## src/hw/rtl/drpu_pkg.sv

```systemverilog
// Package for the dead-reckoning position update block.
// Holds the CORDIC word widths, gain and arc-tangent constants, and the cell payload type.
// No dependencies.
`timescale 1ns / 1ps

package drpu_pkg;

    // Rotator word: distance * K in units of 2^-38 m, with headroom for CORDIC growth.
    localparam int DATA_W    = 48;
    // Angle held as a 32-bit fraction of a full turn.
    localparam int Z_W       = 32;
    // Fraction bits dropped when the rotated vector returns to the Q.8 grid.
    localparam int FRAC_DROP = 30;
    // Width of the rounded increment.
    localparam int INC_W     = DATA_W - FRAC_DROP;
    // Number of arc-tangent entries available.
    localparam int TABLE_LEN = 24;

    // CORDIC gain compensation K in unsigned Q0.30.
    localparam int GAIN_W = 30;
    localparam logic [GAIN_W-1:0] GAIN_Q30 = 30'd652032874;

    localparam logic [Z_W-1:0] HALF_TURN    = 32'h8000_0000;
    localparam logic [Z_W-1:0] QUARTER_TURN = 32'h4000_0000;

    // round(atan(2^-i) / (2*pi) * 2^32) for each stage.
    localparam logic [Z_W-1:0] ARC_TABLE [TABLE_LEN] = '{
        32'h2000_0000, 32'h12E4_051E, 32'h09FB_385B, 32'h0511_11D4,
        32'h028B_0D43, 32'h0145_D7E1, 32'h00A2_F61E, 32'h0051_7C55,
        32'h0028_BE53, 32'h0014_5F2F, 32'h000A_2F98, 32'h0005_17CC,
        32'h0002_8BE6, 32'h0001_45F3, 32'h0000_A2FA, 32'h0000_517D,
        32'h0000_28BE, 32'h0000_145F, 32'h0000_0A30, 32'h0000_0518,
        32'h0000_028C, 32'h0000_0146, 32'h0000_00A3, 32'h0000_0051
    };

    // Vector and residual angle handed from one cell to the next.
    typedef struct packed {
        logic signed [DATA_W-1:0] x;
        logic signed [DATA_W-1:0] y;
        logic        [Z_W-1:0]    z;
    } cordic_t;

endpackage

```

## src/hw/rtl/drpu_pre.sv

```systemverilog
// Entry stage: scales the distance by the CORDIC gain and folds the heading into range.
// Depends on drpu_pkg.
`timescale 1ns / 1ps

module drpu_pre #(
    parameter int POS_WIDTH  = 32,
    parameter int ANGLE_BITS = 16
) (
    input  logic                           clk,
    input  logic                           rst_n,
    input  logic                           in_valid,
    input  logic signed [POS_WIDTH-1:0]    old_x,
    input  logic signed [POS_WIDTH-1:0]    old_y,
    input  logic signed [15:0]             distance,
    input  logic        [15:0]             heading,
    output logic                           out_valid,
    output drpu_pkg::cordic_t              out_vec,
    output logic signed [POS_WIDTH-1:0]    out_px,
    output logic signed [POS_WIDTH-1:0]    out_py
);

    localparam int ZW = drpu_pkg::Z_W;
    localparam logic [ZW-1:0] HEAD_MASK = ZW'((64'd1 << ANGLE_BITS) - 64'd1);

    logic                           valid_reg;
    drpu_pkg::cordic_t              vec_reg;
    drpu_pkg::cordic_t              vec_next;
    logic signed [POS_WIDTH-1:0]    px_reg;
    logic signed [POS_WIDTH-1:0]    py_reg;

    logic        [ZW-1:0]                 z_raw;
    logic        [ZW-1:0]                 z_turn;
    logic signed [drpu_pkg::GAIN_W+16:0]  prod;
    logic signed [drpu_pkg::DATA_W-1:0]   x_start;

    // Gain-scaled start vector and the heading as a fraction of a turn.
    always_comb
    begin
        z_raw   = ({{(ZW-16){1'b0}}, heading} & HEAD_MASK) << (ZW - ANGLE_BITS);
        z_turn  = z_raw + drpu_pkg::QUARTER_TURN;
        prod    = $signed(distance) * $signed({1'b0, drpu_pkg::GAIN_Q30});
        x_start = drpu_pkg::DATA_W'(prod);
        vec_next.y = '0;
        // Headings in the left half-plane are turned by half a turn with the vector negated.
        if (z_turn[ZW-1])
        begin
            vec_next.x = -x_start;
            vec_next.z = z_raw - drpu_pkg::HALF_TURN;
        end
        else
        begin
            vec_next.x = x_start;
            vec_next.z = z_raw;
        end
    end

    // Valid flag under reset; payload registers load on every accepted transaction.
    always_ff @(posedge clk or negedge rst_n)
    begin
        if (!rst_n)
        begin
            valid_reg <= 1'b0;
        end
        else
        begin
            valid_reg <= in_valid;
        end
    end

    always_ff @(posedge clk)
    begin
        if (in_valid)
        begin
            vec_reg <= vec_next;
            px_reg  <= old_x;
            py_reg  <= old_y;
        end
    end

    assign out_valid = valid_reg;
    assign out_vec   = vec_reg;
    assign out_px    = px_reg;
    assign out_py    = py_reg;

endmodule

```

## config.mk

```make
export PLATFORM = sky130hd
export DESIGN_NAME = drpu_pre
export DESIGN_NICKNAME = d
export VERILOG_FILES = /design/src/hw/rtl/drpu_pkg.sv /design/src/hw/rtl/drpu_pre.sv
export SDC_FILE = /design/constraint.sdc
export NUM_CORES = 1
export LEC_CHECK = 0
export BUFFER_PORTS_ARGS = -buffer_cell sky130_fd_sc_hd__buf_2
export CORE_MARGIN = 3
export CORE_UTILIZATION = 25
export DETAILED_ROUTE_END_ITERATION = 8
export PLACE_DENSITY = 0.41
export RECOVER_POWER = 100
export SYNTH_ARGS = -nofsm -noshare
export SYNTH_HDL_FRONTEND = slang
export SYNTH_SLANG_ARGS = --single-unit
```

## constraint.sdc

```tcl
create_clock -name clk -period 0.8 [get_ports clk]
set_clock_uncertainty 0.15 [all_clocks]
set_input_delay 0.08 -clock clk [delete_from_list [all_inputs] [get_ports clk]]
set_output_delay 0.08 -clock clk [all_outputs]
set_load 0.05 [all_outputs]
```

Yosys cells after proc, flatten, opt, wreduce, memory -nomap -nowiden
Index checks and enable logic that the tools add are counted.
{ "totals": {"reg_bits": 145, "input_bits": 99, "output_inout_bits": 193, "wordCells": 13} }
{ "classes": {"add_sub_neg": 3, "multipliers": 1, "mux": 2} }
{ "ops": {"columns": ["cell", "n"], "rows": [
  ["$mux W48", 1],
  ["$neg A47 Y48", 1],
  ["$mul A16 B30 Y46 const B", 1],
  ["$add A32 B31 Y32 const B", 1],
  ["$mux W32", 1],
  ["$sub A32 B32 Y32 const B", 1]
]} }

Depth between registers and ports, before layout
Gate-level depths: netlist (run 1).
{ "depth": {"ltp_word": 3, "ltp_mapped": 24, "mapped_depth_nobuf": 23} }

Worst setup path before layout (run 1)
Ideal clock, no wire load.
{ "synth_timing": {"kind": "input to register", "start": "in distance[13]", "end": "reg vec_reg, in the netlist out_vec[127] (data pin)", "setup_time_ps": 260, "t_arrival_ps": 6480, "t_required_ps": 390, "slack_ps": -6089, "stages": 22, "path_buffers": 1, "cell_sequence": "fa_1 > fa_1 > inv_1 > fa_1 > inv_1 > fa_1 > fa_1 > inv_1 > fa_1 > inv_1 > ha_1 > buf_2 > and4_1 > nor3b_1 > a32oi_2 > a21oi_1 > xnor2_2 > nor3b_1 > or3b_2 > nor4_4 > a21oi_1 > mux2_2"} }
{ "synth_rtl": {"columns": ["item", "line", "rtl"], "rows": [
  ["start, declared", "drpu_pre.sv:14", "input logic signed [15:0] distance,"],
  ["end signal, assigned", "drpu_pre.sv:74", "vec_reg <= vec_next;"],
  ["end, declared", "drpu_pre.sv:26", "drpu_pkg::cordic_t vec_reg;"]
]} }

==> out/metrics.yaml, run 1 <==
run_status:
  run_status: "finished, violations left"
  violations: "hold timing, setup timing"
route:
  finalWirelength_um: 48500
  wire_per_inst_um: 17.05
  vias_per_cell: 4.197
  drt_first_pass_iters: 5
  dr.first_iter.drc_count: 378
  ant_nets: 0
  routed-via-count: 11936
  drc: 0
floorplanning:
  initial_utilization_pct: 25.40
  die-area_mm2: 0.06054
  floorplan.core_area_mm2: 0.05671
  ioPinCount: 292
  std_cell_rows: 87
  fp.dieH_um: 246.1
  fp.dieW_um: 246.1
worst_setup_path:
  cp.arrival_ps: 6250
  timing.critical_path.slowest_stage_cell: "sky130_fd_sc_hd__fa_2"
  critPathMaxFanout: 4
  worstSetupPathType: "in2reg"
  crit_path_start_kind: "input port"
  worst_path_largest_cell_delay_ps: 620
  critPathRequiredTime_ps: 820
  timing.critical_path.to_type: "flip-flop"
  critical-path-top-delay-family: "adder cells"
  timing.critical_path.buf_inv: 9
final_layout:
  nets: 2517
  final.fill_count: 5415
  area_overhead_vs_synth_pct: 64.56
  antenna-diode-count: 0
  drive_gt1_share_pct: 45.21
timing:
  achievable-frequency_ghz: 0.1604
  final-max-slew-violation-count: 0
  timing.hold.ws_ps: -124.5
  finalCritPeriodShare_pct: 779.2
  rsz0062_at_grt: "yes"
  worst-slew-pin-transition_ps: 502.6
  report.final.setup_viol: 174
  timing.max_slew.rel_slack_pct: 66.19
  final_period_minus_worst_setup_slack_ps: 6234
  hold_violations: 1
  setup_ws_ps: -5434
synth:
  yosys.cell_count.top_type: "sky130_fd_sc_hd__inv_1"
  ys.flop_type: "sky130_fd_sc_hd__edfxtp_1"
  post-synth-top-area-cell: "sky130_fd_sc_hd__edfxtp_1"
  yosys_synthesis_warning_count: 0
  unique_masters_post_synth: 76
  synth-edff-count: 127
  largest_cells_by_area_after_synthesis: "sky130_fd_sc_hd__edfxtp_1 26%, sky130_fd_sc_hd__fa_1 24%, sky130_fd_sc_hd__ha_1 15%"
  mappedNetlistArea_mm2: 0.01441
  synth.cells.most_frequent: "278 x sky130_fd_sc_hd__inv_1, 175 x sky130_fd_sc_hd__fa_1, 168 x sky130_fd_sc_hd__ha_1"
  syn-instance-count: 1357
  synthDominantCellAreaShare_pct: 26.47
  synth.avg_cell_area_um2: 10.62
  proportion_of_register_bits_with_asynchronous_set_or_reset_after_synthesis_pct: 0.7813
  yosysSeqAreaShare_pct: 26.65
  synth-seq-cells: 128
global_route:
  grt_antenna_before_repair: 0
  grt_pass1_vias: 12590
  grt_first_pass_wirelength_um: 72880
  groute.usage.overall_pct: 15.70
  grt_start_max_net_pins: 32
  grt-ovfl-total: 0
cts:
  cts_tree: "done"
  clk_transition_reported_paths_ps: 60
  htree_num_levels: 4
  clk_root_buffer_cell: "sky130_fd_sc_hd__clkbuf_16"
  ctsLongestPathBuffers: 2
  cts_hold_buf: 81
  cts_inserted_buffers: 17
  tritoncts_num_sinks: 128
job:
  max-cap-violations: 0
place:
  finalWeightedCongestion: 0.8849
  detailed_place_hpwl_um: 41450
  port_buffers: 226
worst_hold_path:
  worst_hold_path_type: "in2async"
## layout make-up
| cell class | count | area, um^2 | area share [%] |
|---|---|---|---|
| well taps | 756 | 945.9 | 3.990 |
| repair buffers | 726 | 6337 | 26.73 |
| clock inverters | 15 | 158.9 | 0.6703 |
| clock buffers | 17 | 425.4 | 1.794 |
| inverters | 278 | 1052 | 4.439 |
| flip-flops and latches | 128 | 3840 | 16.20 |
| multi-input cells | 924 | 10950 | 46.18 |
## how the worst max path moves through the flow
stage / start / endpoint / slack (ps) / cells after the start
CTS: distance[8] / out_vec[124]$_DFFE_PP_ / -5460 / 24
detailed placement: distance[7] / out_vec[127]$_DFFE_PP_ / -6270 / 23
finish: distance[8] / out_vec[121]$_DFFE_PP_ / -5430 / 26
floorplan: distance[15] / out_vec[127]$_DFFE_PP_ / -5660 / 22
global placement: distance[7] / out_vec[127]$_DFFE_PP_ / -6200 / 21
global route: distance[11] / out_vec[127]$_DFFE_PP_ / -5620 / 24
## layer usage
layer,vias to the layer above,global-route usage (%),routed length (um)
li1,5860,-,-
met1,5738,20.08,21230
met2,299,28.18,24270
met3,39,1.905,2169
met4,0,3.578,833
met5,-,0,0
## layout by cell type (no fill, tap or decap), drive strengths merged, types with 32 or more instances in the layout
master	instances
xnor2	42
a21oi	73
clkbuf	37
inv	281
conb	65
xor2	32
ha	168
nor2	44
buf	626
o21ai	52
edfxtp	127
fa	175
dlygate4sd3	79
nand2	55
## kinds of logic after synthesis
| logic type | Yosys count | share of synthesized area (%) |
|---|---|---|
| and+or+nand+nor | 215 | 8.008 |
| AOI/OAI and AO/OA | 222 | 10.09 |
| xor gates and xnor gates | 74 | 4.551 |
| buffers and inverters | 369 | 11.41 |
| muxes | 5 | 0.3561 |
| other | 1 | 0.02603 |
| DFF | 128 | 26.65 |
| adders and majority gates | 343 | 38.91 |
## registers in the layout, indices dropped and copies added (netlist names)
signal	cells
out_vec	63
out_px	32
out_py	32
out_valid	1
## repair_timing
item                                   CTS  global route
pin swaps                               71            81
setup endpoints to repair              174           177
endpoints found under the hold margin   83             2
gates resized for setup                390           167
setup buffers                           35            27
## stage by stage
step	util (%)	worst slack [ps]	cells	cell area [um^2]	TNS, ps
after floorplan	-	-5665	1421	15300	-199130
after global placement	35.00	-6195	2689	19850	-249310
after detailed placement	35.00	-6266	2689	19850	-250920
after CTS	40.35	-5461	2832	22890	-254490
after global routing	41.80	-5619	2844	23710	-259470
final	41.80	-5434	2844	23710	-247710
Power of run 1 is left out: the tool's default activity adds up to more than one toggle a clock period on the data nets, which glitch-free logic cannot reach.
==> inputs of run 2 (changes only) <==
--- a/config.mk
+++ b/config.mk
@@ -11,6 +11,7 @@
 export DETAILED_ROUTE_END_ITERATION = 8
 export PLACE_DENSITY = 0.41
 export RECOVER_POWER = 100
+export SETUP_SLACK_MARGIN = 0.4
 export SYNTH_ARGS = -nofsm -noshare
 export SYNTH_HDL_FRONTEND = slang
 export SYNTH_SLANG_ARGS = --single-unit
==> constraint.sdc (replaced) <==
create_clock -name clk -period 6.75 [get_ports clk]
set_clock_uncertainty 0.15 [all_clocks]
set_input_delay 0.675 -clock clk [delete_from_list [all_inputs] [get_ports clk]]
set_output_delay 0.675 -clock clk [all_outputs]
set_load 0.05 [all_outputs]
==> run 2 against run 1 <==
Compared with the run above: the flow finishes with violations (capacitance limit, slew limit, setup timing); hold slack improved by 410 ps; flip-flop and latch count did not move; global-route usage fell by 1.0 points; critical path depth fell by 2; setup slack improved by 5300 ps; largest cell class unchanged; sequential share of layout area rose by 2.9 points; highest routed layer is now met5.
==> out/metrics.yaml, run 2 (same netlist as run 1, synthesis figures left out) <==
floorplanning:
  ioPinCount: 292
  die-area_mm2: 0.06054
  fp.dieH_um: 246.1
  fp.dieW_um: 246.1
  initial_utilization_pct: 25.40
  floorplan.core_area_mm2: 0.05671
  std_cell_rows: 87
route:
  dr.first_iter.drc_count: 283
  wl_met3_um: 1842
  wire_per_inst_um: 16.98
  ant_nets: 0
  finalWirelength_um: 45430
  drc: 0
  vias_per_cell: 4.222
  met1Wirelength_um: 20890
  top_layer_used: "met5"
  wl_met2_um: 22120
  routed-via-count: 11295
  drt_first_pass_iters: 4
final_layout:
  area_overhead_vs_synth_pct: 39.85
  antenna-diode-count: 0
  nets: 2348
  drive_gt1_share_pct: 33.45
  largest_register_ff_count: 63
  layout_common_cells: "315 x sky130_fd_sc_hd__buf_4, 259 x sky130_fd_sc_hd__inv_1, 156 x sky130_fd_sc_hd__fa_1"
  layout.cells.most_common: "sky130_fd_sc_hd__buf_4"
timing:
  finalCritPeriodShare_pct: 101.5
  final-max-slew-violation-count: 131
  achievable-frequency_ghz: 0.1459
  timing.max_slew.rel_slack_pct: -92.16
  worst-slew-pin-transition_ps: 2882
  hold_violations: 0
  final_period_minus_worst_setup_slack_ps: 6852
  rsz0062_at_grt: "yes"
  report.final.setup_viol: 6
  setup_ws_ps: -101.8
  final.setup.tns_ps: -214.1
global_route:
  grt_start_max_net_pins: 78
  grt-ovfl-total: 0
  groute.usage.overall_pct: 14.70
  grt_first_pass_wirelength_um: 68340
  grt_antenna_before_repair: 1
  grt_pass1_vias: 11796
place:
  detailed_place_hpwl_um: 40060
  port_buffers: 226
  dp_slack_ps: -883.8
  finalWeightedCongestion: 0.8741
worst_setup_path:
  critPathRequiredTime_ps: 6770
  worstPathCellList: "buf_12, fa_2, inv_2, fa_2, inv_2, fa_1, fa_1, fa_1, fa_1, ha_4, buf_4, nand2_1, o21ai_2, buf_4, a21oi_1, a21oi_1, a221oi_1, buf_4, nor3b_2, or3b_4, nor4_4, buf_4, a21oi_1, mux2_4"
  timing.critical_path.slowest_stage_cell: "sky130_fd_sc_hd__fa_2"
  cp.arrival_ps: 6870
  critPathMaxFanout: 7
  crit_path_start_kind: "input port"
  timing.critical_path.to_type: "flip-flop"
  worst_path_largest_cell_delay_ps: 560
  worstSetupPathType: "in2reg"
worst_hold_path:
  worst_hold_path.num_cells: 1
  worst_hold_path_type: "in2reg"
  worstHoldEndpoint: "out_px[5]$_DFFE_PP_"
  min_from: "old_x[5]"
job:
  max-cap-violations: 2
cts:
  cts_inserted_buffers: 17
  htree_num_levels: 4
  tritoncts_num_sinks: 128
  ctsLongestPathBuffers: 2
  cts_tree: "done"
  clk_transition_reported_paths_ps: 60
  clk_root_buffer_cell: "sky130_fd_sc_hd__clkbuf_16"
run_status:
  run_status: "finished, violations left"
  violations: "capacitance limit, slew limit, setup timing"
[run 2: worst max path at each step]
stage,from,to,slack [ps],depth (start not counted)
6_report,distance[5],out_vec[127]$_DFFE_PP_,-100,24
2_1_floorplan,distance[15],out_vec[127]$_DFFE_PP_,-310,22
3_5_place_dp,distance[5],out_vec[127]$_DFFE_PP_,-880,20
5_1_grt,distance[5],out_vec[124]$_DFFE_PP_,-240,23
4_1_cts,distance[8],out_vec[126]$_DFFE_PP_,-130,26
3_3_place_gp,distance[10],out_vec[127]$_DFFE_PP_,-810,22
[run 2: worst max-delay path: cells and delay by family]
| family | cells | cell delay, ps |
|---|---|---|
| mux | 1 | 270 |
| simple gates | 4 | 930 |
| compound gates | 5 | 710 |
| buf+inv | 7 | 860 |
| fa+ha+maj | 7 | 3410 |
[run 2: layout make-up]
type,instances,area [um^2]
clock buffer,18,429.2
tap,756,945.9
fill,5827,36570
clock inverter,14,163.9
inverter,278,1047
timing repair buffer,557,3567
sequential,128,3839
multi-input combinational,924,10150
[run 2: repair_timing]
item | 4_1_cts | 5_1_grt
resized for setup | 119 | 126
endpoints found under the setup margin | 28 | 30
pin swaps | 54 | 68
hold buffers | 1 | 0
setup buffers | 22 | 11
endpoints found under the hold margin | 1 | 0
[run 2: metal layers]
metal / global-route usage, % / up-vias
met1: 19.15 / 5473
met5: 0 / -
met4: 3.074 / 2
met3: 1.796 / 31
li1: - / 5513
met2: 26.08 / 276
[run 2: metrics by stage]
stage | utilization, % | hold slack, ps | instance area, um^2 | instances
floorplan | - | 229.4 | 14700 | 1421
global route | 35.52 | 255.3 | 20150 | 2675
CTS | 34.84 | 248.2 | 19760 | 2664
finish | 35.52 | 281.4 | 20150 | 2675
global placement | 32.49 | 301.5 | 18420 | 2609
detailed placement | 32.49 | 303.4 | 18420 | 2609
Power of run 2 is left out for the same reason.
