--- src/hw/rtl/drpu_pkg.sv ---
// Package for the dead-reckoning position update block.
// Holds the CORDIC word widths, gain and arc-tangent constants, and the cell payload type.
// No dependencies.
`timescale 1ns / 1ps

package drpu_pkg;

    // Rotator word: distance * K in units of 2^-38 m, with headroom for CORDIC growth.
    localparam int DATA_W    = 48;
    // Angle held as a 32-bit fraction of a full turn.
    localparam int Z_W       = 32;
    // Fraction bits dropped when the rotated vector returns to the Q.8 grid.
    localparam int FRAC_DROP = 30;
    // Width of the rounded increment.
    localparam int INC_W     = DATA_W - FRAC_DROP;
    // Number of arc-tangent entries available.
    localparam int TABLE_LEN = 24;

    // CORDIC gain compensation K in unsigned Q0.30.
    localparam int GAIN_W = 30;
    localparam logic [GAIN_W-1:0] GAIN_Q30 = 30'd652032874;

    localparam logic [Z_W-1:0] HALF_TURN    = 32'h8000_0000;
    localparam logic [Z_W-1:0] QUARTER_TURN = 32'h4000_0000;

    // round(atan(2^-i) / (2*pi) * 2^32) for each stage.
    localparam logic [Z_W-1:0] ARC_TABLE [TABLE_LEN] = '{
        32'h2000_0000, 32'h12E4_051E, 32'h09FB_385B, 32'h0511_11D4,
        32'h028B_0D43, 32'h0145_D7E1, 32'h00A2_F61E, 32'h0051_7C55,
        32'h0028_BE53, 32'h0014_5F2F, 32'h000A_2F98, 32'h0005_17CC,
        32'h0002_8BE6, 32'h0001_45F3, 32'h0000_A2FA, 32'h0000_517D,
        32'h0000_28BE, 32'h0000_145F, 32'h0000_0A30, 32'h0000_0518,
        32'h0000_028C, 32'h0000_0146, 32'h0000_00A3, 32'h0000_0051
    };

    // Vector and residual angle handed from one cell to the next.
    typedef struct packed {
        logic signed [DATA_W-1:0] x;
        logic signed [DATA_W-1:0] y;
        logic        [Z_W-1:0]    z;
    } cordic_t;

endpackage

--- src/hw/rtl/drpu_post.sv ---
// Exit stage: rounds the rotated vector to the Q.8 grid, adds it to the old position
// and saturates each sum. Depends on drpu_pkg.
`timescale 1ns / 1ps

module drpu_post #(
    parameter int POS_WIDTH = 32
) (
    input  logic                           clk,
    input  logic                           rst_n,
    input  logic                           in_valid,
    input  drpu_pkg::cordic_t              in_vec,
    input  logic signed [POS_WIDTH-1:0]    in_px,
    input  logic signed [POS_WIDTH-1:0]    in_py,
    output logic                           done,
    output logic signed [POS_WIDTH-1:0]    new_x,
    output logic signed [POS_WIDTH-1:0]    new_y,
    output logic                           saturated
);

    localparam int SUM_W = POS_WIDTH + 1;
    localparam int DW    = drpu_pkg::DATA_W;
    localparam int IW    = drpu_pkg::INC_W;
    localparam logic signed [DW-1:0] ROUND_HALF = DW'(64'd1 << (drpu_pkg::FRAC_DROP - 1));
    localparam logic [POS_WIDTH-1:0] POS_MAX = {1'b0, {(POS_WIDTH-1){1'b1}}};
    localparam logic [POS_WIDTH-1:0] POS_MIN = {1'b1, {(POS_WIDTH-1){1'b0}}};

    logic                           done_reg;
    logic signed [POS_WIDTH-1:0]    x_reg;
    logic signed [POS_WIDTH-1:0]    x_next;
    logic signed [POS_WIDTH-1:0]    y_reg;
    logic signed [POS_WIDTH-1:0]    y_next;
    logic                           sat_reg;
    logic                           sat_next;

    logic signed [DW-1:0]     vx;
    logic signed [DW-1:0]     vy;
    logic        [IW-1:0]     inc_x;
    logic        [IW-1:0]     inc_y;
    logic        [SUM_W-1:0]  sum_x;
    logic        [SUM_W-1:0]  sum_y;
    logic                     ovf_x;
    logic                     ovf_y;

    // Round half up, add to the old position, clamp on overflow.
    always_comb
    begin
        vx    = in_vec.x + ROUND_HALF;
        vy    = in_vec.y + ROUND_HALF;
        inc_x = vx[DW-1:drpu_pkg::FRAC_DROP];
        inc_y = vy[DW-1:drpu_pkg::FRAC_DROP];
        sum_x = {in_px[POS_WIDTH-1], in_px} + {{(SUM_W-IW){inc_x[IW-1]}}, inc_x};
        sum_y = {in_py[POS_WIDTH-1], in_py} + {{(SUM_W-IW){inc_y[IW-1]}}, inc_y};
        ovf_x = sum_x[SUM_W-1] ^ sum_x[SUM_W-2];
        ovf_y = sum_y[SUM_W-1] ^ sum_y[SUM_W-2];
        if (ovf_x)
        begin
            x_next = sum_x[SUM_W-1] ? POS_MIN : POS_MAX;
        end
        else
        begin
            x_next = sum_x[POS_WIDTH-1:0];
        end
        if (ovf_y)
        begin
            y_next = sum_y[SUM_W-1] ? POS_MIN : POS_MAX;
        end
        else
        begin
            y_next = sum_y[POS_WIDTH-1:0];
        end
        sat_next = ovf_x | ovf_y;
    end

    always_ff @(posedge clk or negedge rst_n)
    begin
        if (!rst_n)
        begin
            done_reg <= 1'b0;
        end
        else
        begin
            done_reg <= in_valid;
        end
    end

    always_ff @(posedge clk)
    begin
        if (in_valid)
        begin
            x_reg   <= x_next;
            y_reg   <= y_next;
            sat_reg <= sat_next;
        end
    end

    assign done      = done_reg;
    assign new_x     = x_reg;
    assign new_y     = y_reg;
    assign saturated = sat_reg;

endmodule

--- config.mk ---
export PLATFORM = sky130hd
export DESIGN_NAME = drpu_post
export DESIGN_NICKNAME = d
export VERILOG_FILES = /design/src/hw/rtl/drpu_pkg.sv /design/src/hw/rtl/drpu_post.sv
export SDC_FILE = /design/constraint.sdc
export NUM_CORES = 1
export LEC_CHECK = 0
export ABC_CLOCK_PERIOD_IN_PS = 800
export BUFFER_PORTS_ARGS = -buffer_cell sky130_fd_sc_hd__buf_4
export CORE_MARGIN = 10
export CORE_UTILIZATION = 47
export CTS_CLUSTER_SIZE = 20
export DETAILED_ROUTE_END_ITERATION = 12
export PLACE_DENSITY_LB_ADDON = 0.15
export SYNTH_ARGS = -nofsm -noshare
export SYNTH_HDL_FRONTEND = slang
export SYNTH_SLANG_ARGS = --single-unit
--- constraint.sdc ---
create_clock -name clk -period 0.8 [get_ports clk]
set_clock_uncertainty 0.15 [all_clocks]
set_input_delay 0.12 -clock clk [delete_from_list [all_inputs] [get_ports clk]]
set_output_delay 0.12 -clock clk [all_outputs]
set_load 0.005 [all_outputs]
Word level (Yosys, flattened, before mapping)

Index checks and enable logic that the tools add are counted.

Register bits: 66
Latch bits: 0
Memory bits (writable): 0
Bits in read-only memories: 0
Output and inout port bits: 66
Logic and storage cells: 15
Memories: 0

$add $sub $neg: 4
Multipliers: 0
Div/mod/pow operators: 0
Magnitude comparators: 0
Equality and inequality tests: 0
Shift operators: 0
Muxes and demuxes: 4
Bitwise gates (word level): 3
Reduce and logical (&&, ||, !) cells: 0

Operator list:

| cell                   | number |
|---|---|
| $mux 32                | 4 |
| $add 48x31->48 const B | 2 |
| $add 32x18->33         | 2 |
| $xor 1x1->1            | 2 |
| $or 1x1->1             | 1 |

Logic depth before layout (Yosys ltp)

Gate-level depths: netlist of run 1.

Depth after elaboration: 4
Depth in mapped cells: 20

Worst setup path before layout of run 1

OpenSTA, ideal clock, no wires.

Path kind: in2reg
Start: input port in_vec[109] in the netlist's numbering
End: register x_reg[10], in the netlist new_x[10], data pin
Data arrival time: 3.882 ns
Required time: 0.394 ns
Setup slack: -3.488 ns
Cell stages on the path: 16
Buffers on the path: 3
Path through: ha_1 -> nand3_1 -> nor3_1 -> nand3_1 -> xnor2_1 -> ha_1 -> clkbuf_1 -> a2111o_1 -> a31oi_1 -> nor2_1 -> o31ai_4 -> xnor2_1 -> nand2_1 -> buf_4 -> buf_6 -> o21ai_2

Longest elaborated chain between the ends: 4
Elaborated cells on any way between the ends: 5
Classes of those cells: 2 x add/sub; 2 x mux; 1 x bitwise

Ends and longest elaborated chain:

| what                                          | line                             | text |
|---|---|---|
| start, declared                               | drpu_post.sv:11                  | `input drpu_pkg::cordic_t in_vec,` |
| $add 48x31->48 *                              | drpu_post.sv:47                  | `vx = in_vec.x + ROUND_HALF;` |
| $add 32x18->33 *                              | drpu_post.sv:51                  | `sum_x = {in_px[POS_WIDTH-1], in_px} + {{(SUM_W-IW){inc_x[IW-1]}}, inc_x};` |
| $mux 32 / $xor 1x1->1 (equally long branches) | drpu_post.sv:57, drpu_post.sv:53 |  |
| $mux 32 *                                     | drpu_post.sv:55                  | `if (ovf_x)` |
| net x_next[10]                                | drpu_post.sv:29                  | `logic signed [POS_WIDTH-1:0] x_next;` |
| end signal, assigned                          | drpu_post.sv:90                  | `x_reg <= x_next;` |
| end, declared                                 | drpu_post.sv:28                  | `logic signed [POS_WIDTH-1:0] x_reg;` |

Mark *: on every way through the listed nets, which the timed path passes. The rest lies on a longest branch.
A chain may end at the register's enable or synchronous reset.

Worst setup path after layout of run 1

Start: input port in_vec[65] in the netlist's numbering
End: register y_reg[26], in the netlist new_y[26], data pin

Longest elaborated chain between the ends: 4
Elaborated cells on any way between the ends: 5
Classes of those cells: 2 x add/sub; 2 x mux; 1 x bitwise

Ends and longest elaborated chain:

| what                                          | line                             | text |
|---|---|---|
| $add 48x31->48 *                              | drpu_post.sv:48                  | `vy = in_vec.y + ROUND_HALF;` |
| $add 32x18->33 *                              | drpu_post.sv:52                  | `sum_y = {in_py[POS_WIDTH-1], in_py} + {{(SUM_W-IW){inc_y[IW-1]}}, inc_y};` |
| $mux 32 / $xor 1x1->1 (equally long branches) | drpu_post.sv:65, drpu_post.sv:54 |  |
| $mux 32 *                                     | drpu_post.sv:63                  | `if (ovf_y)` |
| net y_next[26]                                | drpu_post.sv:31                  | `logic signed [POS_WIDTH-1:0] y_next;` |
| end signal, assigned                          | drpu_post.sv:91                  | `y_reg <= y_next;` |
| end, declared                                 | drpu_post.sv:30                  | `logic signed [POS_WIDTH-1:0] y_reg;` |

Marked as above.

==> impl_results.md, run 1 <==
- Starting density of the core: roughly half
- Largest family of logic cells by synthesized area: compound AO/OA/AOI/OAI gates
- HP Class: in2async
- Area of the multi-input gates: 5360 um2
- Netlist cell types: 71
- Layout cell share with drive strength beyond 1: 53.1%
- Yosys top cell area share: between 20 and 30%
- Pre-antenna DRT Iters: 5
- # setup viols final: around 130
- Core Util, Final: between 80 and 90%
- Final Non-Filler Cells: around 1,400
- Most frequent cells in the layout: buf_4 (393), edfxtp_1 (65), buf_6 (61), a21o_1 (59), xnor2_1 (56)
- TritonCTS clock tree: built
- Headroom to the max-slew limit: 67.1%
- Clk sinks: between 60 and 70
- Initial antenna violation count: 0
- Detailed placer's ending HPWL: around 18 mm
- Register bit total from synthesis: 66
- Status: finished with violations
- Leakage power: around 5.5 nW
- Avg Synthesized Cell Area: around 9 um2
- Multiplexer area fraction after synthesis: 0%
- Post-synth EDFFs: 65
- DIE AREA: 19,500 um2
- Global Route Usage Sum: between 20% and 30%
- CTS H-tree depth: 3
- Most common cell after layout, fill and taps aside: buf_4
- Critical Path Max Stage Delay: between 0.3 and 0.4 ns
- Nets: roughly 1,400
- Critical Path End: new_y[26]
- VDD IR max: 1090 uV
- 1st-iter DRT viols: approximately 450
- CP required: ~0.73 ns
- Critical Path Slowest Stage Cell: nor3_1
- Hold Slack: -0.0318 ns
- Die Span X: 140 um
- CTS Hold Bufs: 1
- Area post-placement: approximately 10,000 um2
- Area growth syn-to-layout: 76.1%
- Least-Margin Pin Slew: approximately 0.49 ns
- Design area: between 10,000 and 15,000 um2
- Most used cell, CP: a21o_1
- Top cells by area, synth: edfxtp_1 (29%), ha_1 (13%), xnor2_1 (8.0%)
- IO Pins: ~260
- Routed len/inst: 17.8 um
- M1 WL: between 9 and 10 mm
- Die height: 140 um
- Mapped cell area: 6720 um2
- Clk buf depth: 2
- Routed met2 length: approximately 13 mm
- Mapped Nets: slightly below 1,000
- Clk slew on worst S/H paths: approximately 0.06 ns
- PortBufs: 170
- Count of final hold-check violations: 1
- Power Dens Cells: approximately 1600 nW/um2
- Critical path cell sequence: buf_8 -> nand3_4 -> nor2_4 -> and3_4 -> and2_4 -> nand4_1 -> xnor2_4 -> buf_12 -> ha_4 -> buf_4 -> nand2_1 -> o21ai_1 -> a21o_1 -> a21o_1 -> nor3_1 -> nor2_1 -> a31oi_1 -> xor2_1 -> o21bai_1
- Seq/Total Area, Yosys: between 20 and 30%
- Min cycle time layout: 3.49 ns
- Endpoint class of the critical path: flop
- Synth Area in Compound Gates: 27.5%
- Cells after DPL: 1,311
- Max Fanout on Critical Path: 6
- Final worst-path cycle share: 436%
- Clk root buf: clkbuf_16
- Worst Path Class, Setup: in2reg
- # diodes: 0
- DRC violation count after routing: 0
- FP Rows: 43
- Final setup margin: -2.69 ns
- Largest net degree at the start of global routing: 34
- RSZ-0062 raised after global routing: yes
- Via Count: ~7,600
- Routed met3 length: approximately 1.3 mm
- Worst path arrival time: 3.41 ns
- Filler instances: around 770
- DP Worst Slack: -3.16 ns
- Vias per cell: between 5 and 6
- Warnings from Yosys: 0
- Simple-Gate Fraction of Synth Area: around 14%
- Mapped Cells: between 700 and 800
- Slew Viols, Final: 0
- Adder-Cell Fraction of Synth Area: ~14%
- Vias in the first global route: approximately 7,700
- CTS Buf Count: 9
- # Max-Cap Violations: 0
- Overflow after GRT: 0
- First-pass GRT wire length: approximately 37 mm
- Main flop type after synthesis: edfxtp_1
- XOR/XNOR share of the synthesized area: between 10% and 20%
- Core Area: roughly 14,000 um2
- Register area: just under 2000 um2
- Crit path launch: in_vec[65]
- Critical Path Source Type: primary input
- Fmax: 0.287 GHz
- Failing checks: negative hold slack, negative setup slack
- Max layer used: met4
- Most area-hungry cell type in the Yosys netlist: edfxtp_1
- Fraction of registers with async set/reset: under 10%
- Post-route ant nets: 0
- DRT Wirelength: around 24 mm
- Placer Congestion: 0.982
-- power breakdown --
group	total [W]	internal (W)	switching (W)	leakage [nW]
Clock	0.00418	0.00270	0.00148	0.150
Combinational	0.00976	0.00539	0.00437	4.67
Sequential	0.00514	0.00480	0.000338	0.651
Total	0.0191	0.0129	0.00618	5.47
-- worst min-delay path by stage --
stage,start,end,slack [ns],cells past startpoint
2_1_floorplan,rst_n,done,-0.33,0
6_report,rst_n,done,-0.03,2
4_1_cts,rst_n,done,-0.02,2
3_5_place_dp,rst_n,done,-0.25,1
5_1_grt,rst_n,done,-0.03,2
3_3_place_gp,rst_n,done,-0.25,1
-- cell families (layout without fill, tap and decap cells) --
kind of cell               count (synthesis)  after routing
DFF                                       66             66
xor gates and xnor gates                  93             93
adders and majority gates                 73             73
AOI/OAI and AO/OA                        258            258
and+or+nand+nor                          190            190
buffers and inverters                     46            504
-- final cells by class --
cell class	count	share of cell area [%]
Multi-Input combinational cell	614	45.3
Timing Repair Buffer	467	32.8
Sequential cell	66	16.7
Clock buffer	10	1.94
Tap cell	180	1.90
Clock inverter	6	0.688
Inverter	21	0.666
-- routing by layer --
layer / up-vias / global-route usage (%)
li1: 3634 / -
met1: 3560 / 25.1
met2: 331 / 40.9
met3: 68 / 3.64
met4: 0 / 7.39
met5: - / 0
-- synthesized netlist by cell type, drive strengths merged, types with 16 or more instances --
library cell,n
nand3,23
nand2,59
o21bai,19
a21o,59
edfxtp,65
o21ai,49
xor2,31
xnor2,62
inv,21
a21oi,66
buf,16
nor2,41
ha,68
-- critical path, delay by kind of cell --
| kind | cells | cell delay (ns) |
|---|---|---|
| and+or+nand+nor | 8 | 1.25 |
| AOI/OAI and AO/OA | 5 | 0.88 |
| xor gates and xnor gates | 2 | 0.54 |
| buffers and inverters | 3 | 0.39 |
| adders and majority gates | 1 | 0.22 |
-- per-stage QoR --
step | setup TNS [ns] | power [W]
floorplan | -178.95 | 0.00940
global placement | -194.68 | 0.0132
detailed placement | -201.84 | 0.0135
CTS | -186.62 | 0.0181
global route | -199.93 | 0.0200
finish | -189.93 | 0.0191
-- what timing repair did --
action | 4_1_cts | 5_1_grt
resized for setup | 59 | 105
endpoints found under the setup margin | 131 | 131
buffers inserted | 15 | 22
pin swaps | 32 | 60
endpoints found under the hold margin | 1 | 1
gates cloned | 1 | 2
Power figures use the tool's default switching activity.
==> run 2: changes to the inputs <==
==> constraint.sdc (replaced) <==
create_clock -name clk -period 0.8 [get_ports clk]
set_clock_uncertainty 0.15 [all_clocks]
set_input_delay 0.04 -clock clk [delete_from_list [all_inputs] [get_ports clk]]
set_output_delay 0.04 -clock clk [all_outputs]
set_load 0.005 [all_outputs]
==> run 2 against run 1 <==
The flow still finishes with violations (negative hold slack, negative setup slack). Design area increased by 1.0%. Count of clock-buffer cells in the layout unchanged. Largest cell class unchanged. Worst setup slack better by 0.025 ns. First-iteration DRC count is 2.2% higher. Critical path depth increased by 2. Highest routed layer unchanged. Worst hold slack got worse by 0.076 ns.
==> impl_results.md, run 2 (synthesis gave the netlist of run 1 again) <==
- Tot Pwr: roughly 0.019 W
- TritonCTS clock tree: built
- Internal power: ~0.013 W
- Die Span X: between 100 and 150 um
- Net switching power: around 0.0064 W
- Most frequent cells in the layout: buf_4 (402), edfxtp_1 (65), a21o_1 (59), buf_6 (58), xnor2_1 (55)
- Cells after DPL: roughly 1,300
- Final Non-Filler Cells: ~1,400
- Worst path arrival time: 3.40 ns
- Overflow after GRT: 0
- HP Class: in2async
- VDD IR max: between 1000 and 1500 uV
- PortBufs: 170
- Via Count: about 7,600
- Clk sinks: 66
- CTS Buf Count: 9
- RSZ-0062 raised after global routing: yes
- Placer Congestion: just under 1
- Pre-antenna DRT Iters: 5
- Nets: about 1,500
- Routed len/inst: approximately 18 um
- IO Pins: 261
- Min cycle time layout: about 3.5 ns
- Hold Slack: -0.108 ns
- Slew Viols, Final: 0
- # Max-Cap Violations: 0
- Clk root buf: clkbuf_16
- Endpoint class of the critical path: flop
- # setup viols final: 131
- Detailed placer's ending HPWL: ~18 mm
- Worst Path Class, Setup: in2reg
- Layout cell share with drive strength beyond 1: between 50% and 60%
- Count of final hold-check violations: 8
- DRC violation count after routing: 0
- First-pass GRT wire length: around 38 mm
- Area growth syn-to-layout: 77.9%
- 1st-iter DRT viols: ~460
- CP required: between 0.7 and 0.8 ns
- GR Layer Usage met2: between 40% and 50%
- Leakage power: 5.58 nW
- Clk slew on worst S/H paths: about 0.050 ns
- Failing checks: negative hold slack, negative setup slack
- Sw Share: 32.7%
- Comb power frac: between 50% and 60%
- # diodes: 0
- M1 GR Usage: between 20 and 30%
- Initial antenna violation count: 0
- Max Fanout on Critical Path: 12
- Status: finished with violations
- Die height: about 140 um
- Largest net degree at the start of global routing: 34
- CTS H-tree depth: 3
- FP Rows: 43
- Critical Path Source Type: primary input
- Starting density of the core: 48.2%
- Clk buf depth: 2
- DIE AREA: around 20,000 um2
- Clock power share: a little over a fifth
- Vias per cell: around 5.6
- Power Dens Cells: about 1600 nW/um2
- Least-Margin Pin Slew: around 0.50 ns
- Post-route ant nets: 0
- Global Route Usage Sum: 23.3%
- Headroom to the max-slew limit: 66.6%
- Grt peak-use layer: met2
- Final setup margin: -2.66 ns
- DRT Wirelength: between 20 and 30 mm
- Seq pwr share: 26.5%
- GR Util met3: around 3.8%
- Fmax: a little under 0.3 GHz
- Final worst-path cycle share: 433%
- Most common cell after layout, fill and taps aside: buf_4
- Vias in the first global route: slightly below 8,000
- CTS Hold Bufs: 1
- Core Area: around 14,000 um2
[run 2: changes by cell type in the layout (fill, tap and decap cells not counted), moves of 3 or more]
cell | before | now
ha_1 | 46 | 50
o21ai_2 | 19 | 22
buf_4 | 393 | 402
ha_4 | 20 | 14
buf_8 | 2 | 5
buf_6 | 61 | 58
o21ai_1 | 12 | 8
[run 2: worst max-delay path by stage]
stage	slack, ns	endpoint	start
floorplan	-2.81	new_y[12]	in_vec[64]
global placement	-2.95	new_y[12]	in_vec[64]
detailed placement	-3.07	new_y[3]	in_vec[64]
CTS	-2.57	new_y[26]	in_vec[64]
global route	-2.80	new_y[22]	in_vec[64]
finish	-2.66	new_y[3]	in_vec[64]
[run 2: metrics by stage]
stage	instance area (um2)	util, %	hold WS (ns)	TNS (ns)	setup WS (ns)
floorplan	7190	-	-0.406	-173.75	-2.81
global placement	10500	75.3	-0.335	-184.34	-2.95
detailed placement	10500	75.3	-0.328	-191.21	-3.07
CTS	11500	82.4	-0.102	-177.39	-2.57
global route	12000	85.8	-0.0993	-190.78	-2.80
finish	12000	85.8	-0.108	-180.76	-2.66
[run 2: per-layer routing]
layer	wire length, um	part of all wire, %
met5	0	0
met4	650	2.6
met3	1290	5.1
met2	13500	53
met1	9780	39
[run 2: power by group through the flow]
| stage | Combinational (W) | Sequential [W] | Clock, W |
|---|---|---|---|
| finish | 0.0101 | 0.00514 | 0.00417 |
| global route | 0.0108 | 0.00519 | 0.00436 |
| CTS | 0.00936 | 0.00512 | 0.00420 |
| detailed placement | 0.00839 | 0.00513 | 0 |
| global placement | 0.00813 | 0.00512 | 0 |
| floorplan | 0.00428 | 0.00512 | 0 |
[run 2: cell type report]
| cell class | instances | area [um2] |
|---|---|---|
| clock inverters | 6 | 81.3 |
| multi-input cells | 614 | 5340 |
| fillers | 764 | 1980 |
| well taps | 180 | 225 |
| flip-flops and latches | 66 | 1980 |
| inverters | 21 | 78.8 |
| repair buffers | 478 | 4020 |
| clock buffers | 10 | 229 |
[run 2: what timing repair did]
action	4_1_cts	5_1_grt
gates resized for setup	98	66
cloned	4	3
setup endpoints to repair	131	131
buffers inserted	29	13
endpoints found under the hold margin	8	7
pin swaps	47	50
[run 2: worst max-delay path, stage by stage]
cell	delay, ns
buf_8	0.08
nand3_4	0.08
nor2_4	0.12
and3_4	0.18
and2_4	0.13
nand4_1	0.18
xnor2_4	0.23
buf_4	0.16
buf_12	0.13
ha_1	0.21
a21o_1	0.23
a21o_1	0.17
a21o_1	0.17
a21o_1	0.17
a21oi_2	0.18
a21oi_2	0.11
buf_4	0.16
nor2_4	0.13
a31oi_4	0.15
clkbuf_16	0.21
a21o_1	0.16
